`config.mk`:
```
export PLATFORM = sky130hd
export DESIGN_NAME = ibst_walk
export DESIGN_NICKNAME = d
export VERILOG_FILES = /design/src/rtl/core/ibst_pkg.sv /design/src/rtl/core/ibst_walk.sv
export SDC_FILE = /design/constraint.sdc
export NUM_CORES = 1
export LEC_CHECK = 0
export ABC_AREA = 1
export BUFFER_PORTS_ARGS = -buffer_cell sky130_fd_sc_hd__buf_2
export CORE_ASPECT_RATIO = 1.75
export CORE_MARGIN = 2
export CORE_UTILIZATION = 40
export CTS_CLUSTER_DIAMETER = 50
export CTS_CLUSTER_SIZE = 24
export DETAILED_ROUTE_END_ITERATION = 12
export HOLD_SLACK_MARGIN = 0.1
export PLACE_DENSITY = 0.61
export SYNTH_ARGS = -nofsm -noshare
export SYNTH_HDL_FRONTEND = slang
export SYNTH_SLANG_ARGS = --single-unit
```
`constraint.sdc`:
```
create_clock -name clk -period 5.25 [get_ports clk]
set_input_delay 1.575 -clock clk [delete_from_list [all_inputs] [get_ports clk]]
set_output_delay 1.575 -clock clk [all_outputs]
set_load 0.05 [all_outputs]
```
`src/rtl/core/ibst_pkg.sv`:
```
// Shared types, sizes and helpers for the implicit BST search engine.
// Depends on nothing; used by ibst_walk and implicit_bst_search_engine.
`timescale 1ns / 1ps

package ibst_pkg;

	localparam int TREE_HEIGHT = 10;
	localparam int KEY_BITS    = 32;
	localparam int NODE_COUNT  = (1 << TREE_HEIGHT) - 1;
	localparam int VIS_W       = $clog2(TREE_HEIGHT + 1);

	localparam int INDEX_W  = 10;
	localparam int FKEY_W   = 32;
	localparam int VISITS_W = 4;
	localparam int SUM_W    = 64;

	typedef enum logic [1:0] {
		ACT_WRITE  = 2'd0,
		ACT_SEARCH = 2'd1,
		ACT_CLEAR  = 2'd2
	} action_t;

	typedef enum logic [1:0] {
		ST_IDLE,
		ST_WALK,
		ST_FINISH
	} state_t;

	typedef logic [TREE_HEIGHT-1:0] node_t;
	typedef logic [KEY_BITS-1:0]    key_t;
	typedef logic [VIS_W-1:0]       vis_t;

	typedef struct packed {
		logic  wr_en;
		node_t wr_addr;
		key_t  wr_data;
		node_t rd_addr;
	} ram_req_t;

	function automatic key_t to_key(input logic [FKEY_W-1:0] v);
		logic [KEY_BITS+FKEY_W-1:0] wide;
		wide = {{KEY_BITS{1'b0}}, v};
		return wide[KEY_BITS-1:0];
	endfunction

	function automatic node_t to_node(input logic [INDEX_W-1:0] v);
		logic [TREE_HEIGHT+INDEX_W-1:0] wide;
		wide = {{TREE_HEIGHT{1'b0}}, v};
		return wide[TREE_HEIGHT-1:0];
	endfunction

	function automatic logic [VISITS_W-1:0] to_visits(input vis_t v);
		logic [VIS_W+VISITS_W-1:0] wide;
		wide = {{VISITS_W{1'b0}}, v};
		return wide[VISITS_W-1:0];
	endfunction

endpackage

```
`src/rtl/core/ibst_walk.sv`:
```
// Search sequencer: takes transactions, drives the key memory one level per
// cycle, keeps the running checksum and the output register. Uses ibst_pkg.
`timescale 1ns / 1ps

module ibst_walk (
	input  logic                             clk,
	input  logic                             arst_n,
	input  logic                             in_valid,
	output logic                             in_stall,
	input  logic [1:0]                       action,
	input  logic [ibst_pkg::INDEX_W-1:0]     node_index,
	input  logic [ibst_pkg::FKEY_W-1:0]      node_key,
	input  logic [ibst_pkg::FKEY_W-1:0]      search_key,
	output logic                             out_valid,
	input  logic                             out_stall,
	output logic                             found,
	output logic [ibst_pkg::VISITS_W-1:0]    visits,
	output logic [ibst_pkg::SUM_W-1:0]       checksum,
	output ibst_pkg::ram_req_t               ram_req,
	input  ibst_pkg::key_t                   rd_key
);

	ibst_pkg::state_t state_q, state_n;

	ibst_pkg::key_t  key_q;
	ibst_pkg::node_t node_q;
	ibst_pkg::vis_t  visits_q;
	logic            res_found_q;
	logic [ibst_pkg::SUM_W-1:0] checksum_q;

	logic                          out_valid_q;
	logic                          found_q;
	logic [ibst_pkg::VISITS_W-1:0] visits_out_q;
	logic [ibst_pkg::SUM_W-1:0]    checksum_out_q;

	logic in_acc, acc_search, acc_write, acc_clear;
	logic hit, go_right, last_level, done, out_free, out_load;
	ibst_pkg::vis_t  visits_n;
	logic [ibst_pkg::TREE_HEIGHT:0] child_wide;
	ibst_pkg::node_t child;
	logic [ibst_pkg::SUM_W-1:0] sum_n;

	assign in_acc     = in_valid && !in_stall;
	assign acc_search = in_acc && (action == ibst_pkg::ACT_SEARCH);
	assign acc_write  = in_acc && (action == ibst_pkg::ACT_WRITE) &&
		(32'(node_index) < 32'(ibst_pkg::NODE_COUNT));
	assign acc_clear  = in_acc && (action == ibst_pkg::ACT_CLEAR);

	assign hit        = (rd_key == key_q);
	assign go_right   = (rd_key < key_q);
	assign visits_n   = visits_q + ibst_pkg::VIS_W'(1);
	assign last_level = (visits_n == ibst_pkg::VIS_W'(ibst_pkg::TREE_HEIGHT));
	assign done       = hit || last_level;
	assign child_wide = {node_q, 1'b0} +
		(go_right ? (ibst_pkg::TREE_HEIGHT+1)'(2) : (ibst_pkg::TREE_HEIGHT+1)'(1));
	assign child      = child_wide[ibst_pkg::TREE_HEIGHT-1:0];
	assign out_free   = !out_valid_q || !out_stall;
	assign sum_n      = checksum_q +
		{{(ibst_pkg::SUM_W-ibst_pkg::VIS_W){1'b0}}, visits_q};

	always_comb begin
		state_n = state_q;
		case (state_q)
			ibst_pkg::ST_IDLE: begin
				if (acc_search) begin
					state_n = ibst_pkg::ST_WALK;
				end
			end
			ibst_pkg::ST_WALK: begin
				if (done) begin
					state_n = ibst_pkg::ST_FINISH;
				end
			end
			ibst_pkg::ST_FINISH: begin
				if (out_free) begin
					state_n = ibst_pkg::ST_IDLE;
				end
			end
			default: state_n = ibst_pkg::ST_IDLE;
		endcase
	end

	always_comb begin
		in_stall        = 1'b1;
		out_load        = 1'b0;
		ram_req.wr_en   = acc_write;
		ram_req.wr_addr = ibst_pkg::to_node(node_index);
		ram_req.wr_data = ibst_pkg::to_key(node_key);
		ram_req.rd_addr = '0;
		case (state_q)
			ibst_pkg::ST_IDLE: begin
				in_stall = 1'b0;
			end
			ibst_pkg::ST_WALK: begin
				ram_req.rd_addr = child;
			end
			ibst_pkg::ST_FINISH: begin
				out_load = out_free;
			end
			default: in_stall = 1'b1;
		endcase
	end

	always_ff @(posedge clk or negedge arst_n) begin
		if (!arst_n) begin
			state_q     <= ibst_pkg::ST_IDLE;
			checksum_q  <= '0;
			out_valid_q <= 1'b0;
			visits_q    <= '0;
		end else begin
			state_q <= state_n;
			if (acc_clear) begin
				checksum_q <= '0;
			end else if (out_load) begin
				checksum_q <= sum_n;
			end
			if (out_load) begin
				out_valid_q <= 1'b1;
			end else if (!out_stall) begin
				out_valid_q <= 1'b0;
			end
			if (acc_search) begin
				visits_q <= '0;
			end else if (state_q == ibst_pkg::ST_WALK) begin
				visits_q <= visits_n;
			end
		end
	end

	always_ff @(posedge clk) begin
		if (acc_search) begin
			key_q  <= ibst_pkg::to_key(search_key);
			node_q <= '0;
		end else if (state_q == ibst_pkg::ST_WALK) begin
			node_q      <= child;
			res_found_q <= hit;
		end
		if (out_load) begin
			found_q        <= res_found_q;
			visits_out_q   <= ibst_pkg::to_visits(visits_q);
			checksum_out_q <= sum_n;
		end
	end

	assign out_valid = out_valid_q;
	assign found     = found_q;
	assign visits    = visits_out_q;
	assign checksum  = checksum_out_q;

	a_search_walks: assert property (@(posedge clk) disable iff (!arst_n)
		acc_search |=> state_q == ibst_pkg::ST_WALK && visits_q == '0)
		else $error("search transaction did not start a walk");

	a_visits_bound: assert property (@(posedge clk) disable iff (!arst_n)
		visits_q <= ibst_pkg::VIS_W'(ibst_pkg::TREE_HEIGHT))
		else $error("visit count beyond tree height");

	a_sum_matches: assert property (@(posedge clk) disable iff (!arst_n)
		out_load |=> checksum == checksum_q && out_valid)
		else $error("delivered checksum differs from running total");

	a_clear_zero: assert property (@(posedge clk) disable iff (!arst_n)
		acc_clear |=> checksum_q == '0)
		else $error("clear transaction left checksum nonzero");

endmodule

```
==> summary.md <==
| Metric | Value |
|---|---|
| Status | `finished with violations` |
| Violated checks | `setup timing` |
| GPL Wtd Cong | `0.894` |
| Post-detailed-route wirelength per cell | `16.1 um` |
| Synthesized area per cell | `8.38 um^2` |
| First-pass GRT wire length | `41900 um` |
| Drt via density | `4.77` |
| Largest cells by area after synthesis | `edfxtp_1, dfrtp_1, nand2_1` |
| Setup CP Type | `input pin to primary output` |
| Worst Setup SP | `rd_key[13]` |
| Clk Latency, worst-skew pair | `460 ps` |
| Crit Reg-Reg Startpoint | `key_q[2]` |
| Mapped Cells | `1193` |
| Post-synth EDFFs | `102` |
| Hold Vio Cnt, Final | `0` |
| Clk sink count | `182` |
| Worst-case clock buffer depth | `2` |
| Die ar. | `0.0263 mm^2` |
| Initial detailed-routing violation count | `484` |
| Slew @ Worst Pin | `974 ps` |
| Die Ht | `213 um` |
| Initial core utilization | `40.6%` |
| Post-synthesis mux area share | `0%` |
| Placed cells | `1633` |
| Post-synthesis simple-gate area fraction | `27.3%` |
| Post-route minimum period | `5320 ps` |
| Clock Skew | `12.1 ps` |
| Power Total | `4.88 mW` |
| Post-synth top flop | `edfxtp_1` |
| Crit Reg-Reg Endpoint | `state_q[1]` |
| Leak | `5.62 nW` |
| Ant diodes | `0` |
| Seq/Total Area, Yosys | `50.2%` |
| P&R area growth vs syn | `22.6%` |
| Placement Cell Area | `0.0110 mm^2` |
| Startpoint class of the critical path | `input pin` |
| Yosys cell types | `41` |
| # rows | `76` |
| Slew Limit Headroom | `34.8%` |
| Port bufs | `171` |
| RSZ-0062 raised after global routing | `true` |
| Area leader, netlist | `edfxtp_1` |
| Gr ovfl total | `0` |
| DR pass1 iterations | `5` |
| Post-synth ARST share | `39.0%` |
| CTS Buf Count | `17` |
| Global-route usage over all layers | `21.6%` |
| Xor and xnor area share after synthesis | `2.85%` |
| Post-route insts no fill | `1694` |
| Post-synthesis compound-gate area fraction | `4.29%` |
| R2R Setup Slk | `850 ps` |
| Clock root buffer | `clkbuf_16` |
| Final cycle utilization of the critical path | `101%` |
| Synthesized Nets | `1346` |
| Pwr Density | `398 mW/mm^2` |
| Post-DP HPWL | `20500 um` |
| Critical path endpoint category | `primary output` |
| Data required, critical path | `3680 ps` |
| Worst Reg2Reg Path Length in Cells | `34` |
| Top cell type's share of synthesized area | `30.6%` |
| Total negative slack | `-99.2 ps` |
| Syn Std Cell Area | `0.0100 mm^2` |
| Hold buffers post-CTS | `0` |
| FMAX | `188 MHz` |
| Main combinational cell family by area after synthesis | `simple AND/OR/NAND/NOR gates` |
| CP Max Fanout | `2` |
| HP Class | `flop to flop` |
| Syn. warnings | `0` |
| Die W | `124 um` |
| Setup Viol. Count Final | `3` |
| VDD IR max | `0.000235 V` |
| Synth top cells by count | `nand2_1, inv_1, nor2_1` |
| Final instance area | `0.0123 mm^2` |
| Vias in the first global route | `7970` |
| H-tree depth | `4` |
| Routed wire length | `27200 um` |
| Top-count cell post-synth | `nand2_1` |
| Slew Viols, Final | `0` |
| Top Ports | `236` |
| Worst setup slack after layout | `-66.4 ps` |
| Nets | `1522` |
| Largest net degree at the start of global routing | `46` |
| ANT nets after route | `0` |
| Synthesis-stage register bit count | `182` |
| TritonCTS clock tree | `done` |
| Total core area | `0.0246 mm^2` |
| Filler cells | `2327` |
| Post-Synth Adder-Cell Area | `5.21%` |
| Share of layout cells above drive strength 1 | `24.7%` |
| CP endpoint | `ram_req[9]` |
| Maxcap violations | `0` |
| DRC viols | `0` |
| Worst-path clk slew | `70 ps` |
| Initial antenna violation count | `0` |
| Worst Path Arrival | `3740 ps` |
| Via count | `8078` |
## registers in the layout (all words and copies together), names as in the netlist
signal,flops
node_q,9
out_valid,1
checksum_q,64
checksum,64
res_found_q,1
visits,4
state_q,2
visits_q,4
found,1
key_q,32
## worst max-delay path, stage by stage
cell,delay (ps)
buf_2,120
ha_4,250
a21oi_2,140
o21ai_1,90
a21oi_2,140
nand2_2,90
nand2_2,60
nand2_2,60
inv_2,70
ha_4,140
ha_4,130
nand2_2,50
inv_2,60
nand2_2,60
nor2_4,100
nand3_2,100
nor2_4,120
o21ai_2,70
a21oi_2,160
buf_6,170
## per-layer routing
metal  global-route usage (%)  vias up  part of all wire, %
met5                        0        -                    0
met4                     8.82        0                  3.4
met3                     4.06       48                  3.3
met2                     41.4      173                   56
met1                     22.4     3758                   37
li1                         -     4099                    -
## placed cells by master, fill, tap and decap left out, types with 3 or more instances in the layout
| cell | n |
|---|---|
| a21oi_2 | 12 |
| nor2_1 | 111 |
| o21ai_0 | 35 |
| o21ai_2 | 3 |
| nand2_2 | 17 |
| nand3b_1 | 20 |
| inv_1 | 164 |
| inv_2 | 3 |
| ha_1 | 18 |
| buf_6 | 10 |
| dfrtp_1 | 71 |
| xor2_2 | 3 |
| buf_2 | 160 |
| o22ai_1 | 7 |
| nor3_1 | 4 |
| edfxtp_1 | 102 |
| o21ai_1 | 9 |
| clkbuf_16 | 18 |
| nor2_4 | 9 |
| nand3_1 | 45 |
| nand4_1 | 20 |
| a21oi_1 | 7 |
| xnor2_1 | 4 |
| buf_4 | 41 |
| and2_1 | 9 |
| clkinvlp_4 | 3 |
| nor2_2 | 19 |
| nand2_1 | 372 |
| dfxtp_1 | 9 |
| ha_4 | 21 |
| nand3_2 | 3 |
| xor2_1 | 23 |
## worst min path at each step
stage                        to  cells after the start   startpoint  slack [ps]
after global placement    found                      0  res_found_q         400
final                     found                      0  res_found_q         420
after floorplan           found                      0  res_found_q         400
after global routing      found                      0  res_found_q         440
after CTS                 found                      0  res_found_q         420
after detailed placement  found                      0  res_found_q         410
## report_power, final
part / leakage (nW) / switching, mW / internal, mW / total, mW
clock network: 0.276 / 0.579 / 0.689 / 1.27
registers: 2.00 / 0.166 / 1.84 / 2.01
logic: 3.35 / 1.19 / 0.416 / 1.60
## cell type report
cell class	count	area (um^2)	area share, %
Sequential cell	182	5020	41.0
Multi-Input combinational cell	787	4380	35.7
Timing Repair Buffer	213	1260	10.3
Inverter	168	633	5.17
Clock buffer	20	458	3.74
Tap cell	312	390	3.19
Clock inverter	12	118	0.960
## cell families (layout without fill, tap and decap cells)
kind of cell	after synthesis	count (layout)
AO/OA/AOI/OAI	79	79
XOR/XNOR	30	30
adder cells (fa/ha/maj)	41	41
buffers and inverters	224	413
AND/OR/NAND/NOR	637	637
flip-flops	182	182
## stage by stage
step | hold WS [ps] | utilization (%) | setup slack (ps)
4_1_cts | 425 | 49.4 | -92.8
3_5_place_dp | 406 | 44.6 | -453
2_1_floorplan | 400 | - | -172
3_3_place_gp | 402 | 44.6 | -418
5_1_grt | 441 | 49.8 | -280
6_report | 422 | 49.8 | -66.4
## timing repair
action | in CTS | in global routing
setup endpoints to repair | 6 | 10
pin swaps | 39 | 22
gates resized for setup | 66 | 26
setup buffers | 29 | 2
(Power assumes the default switching activity.)
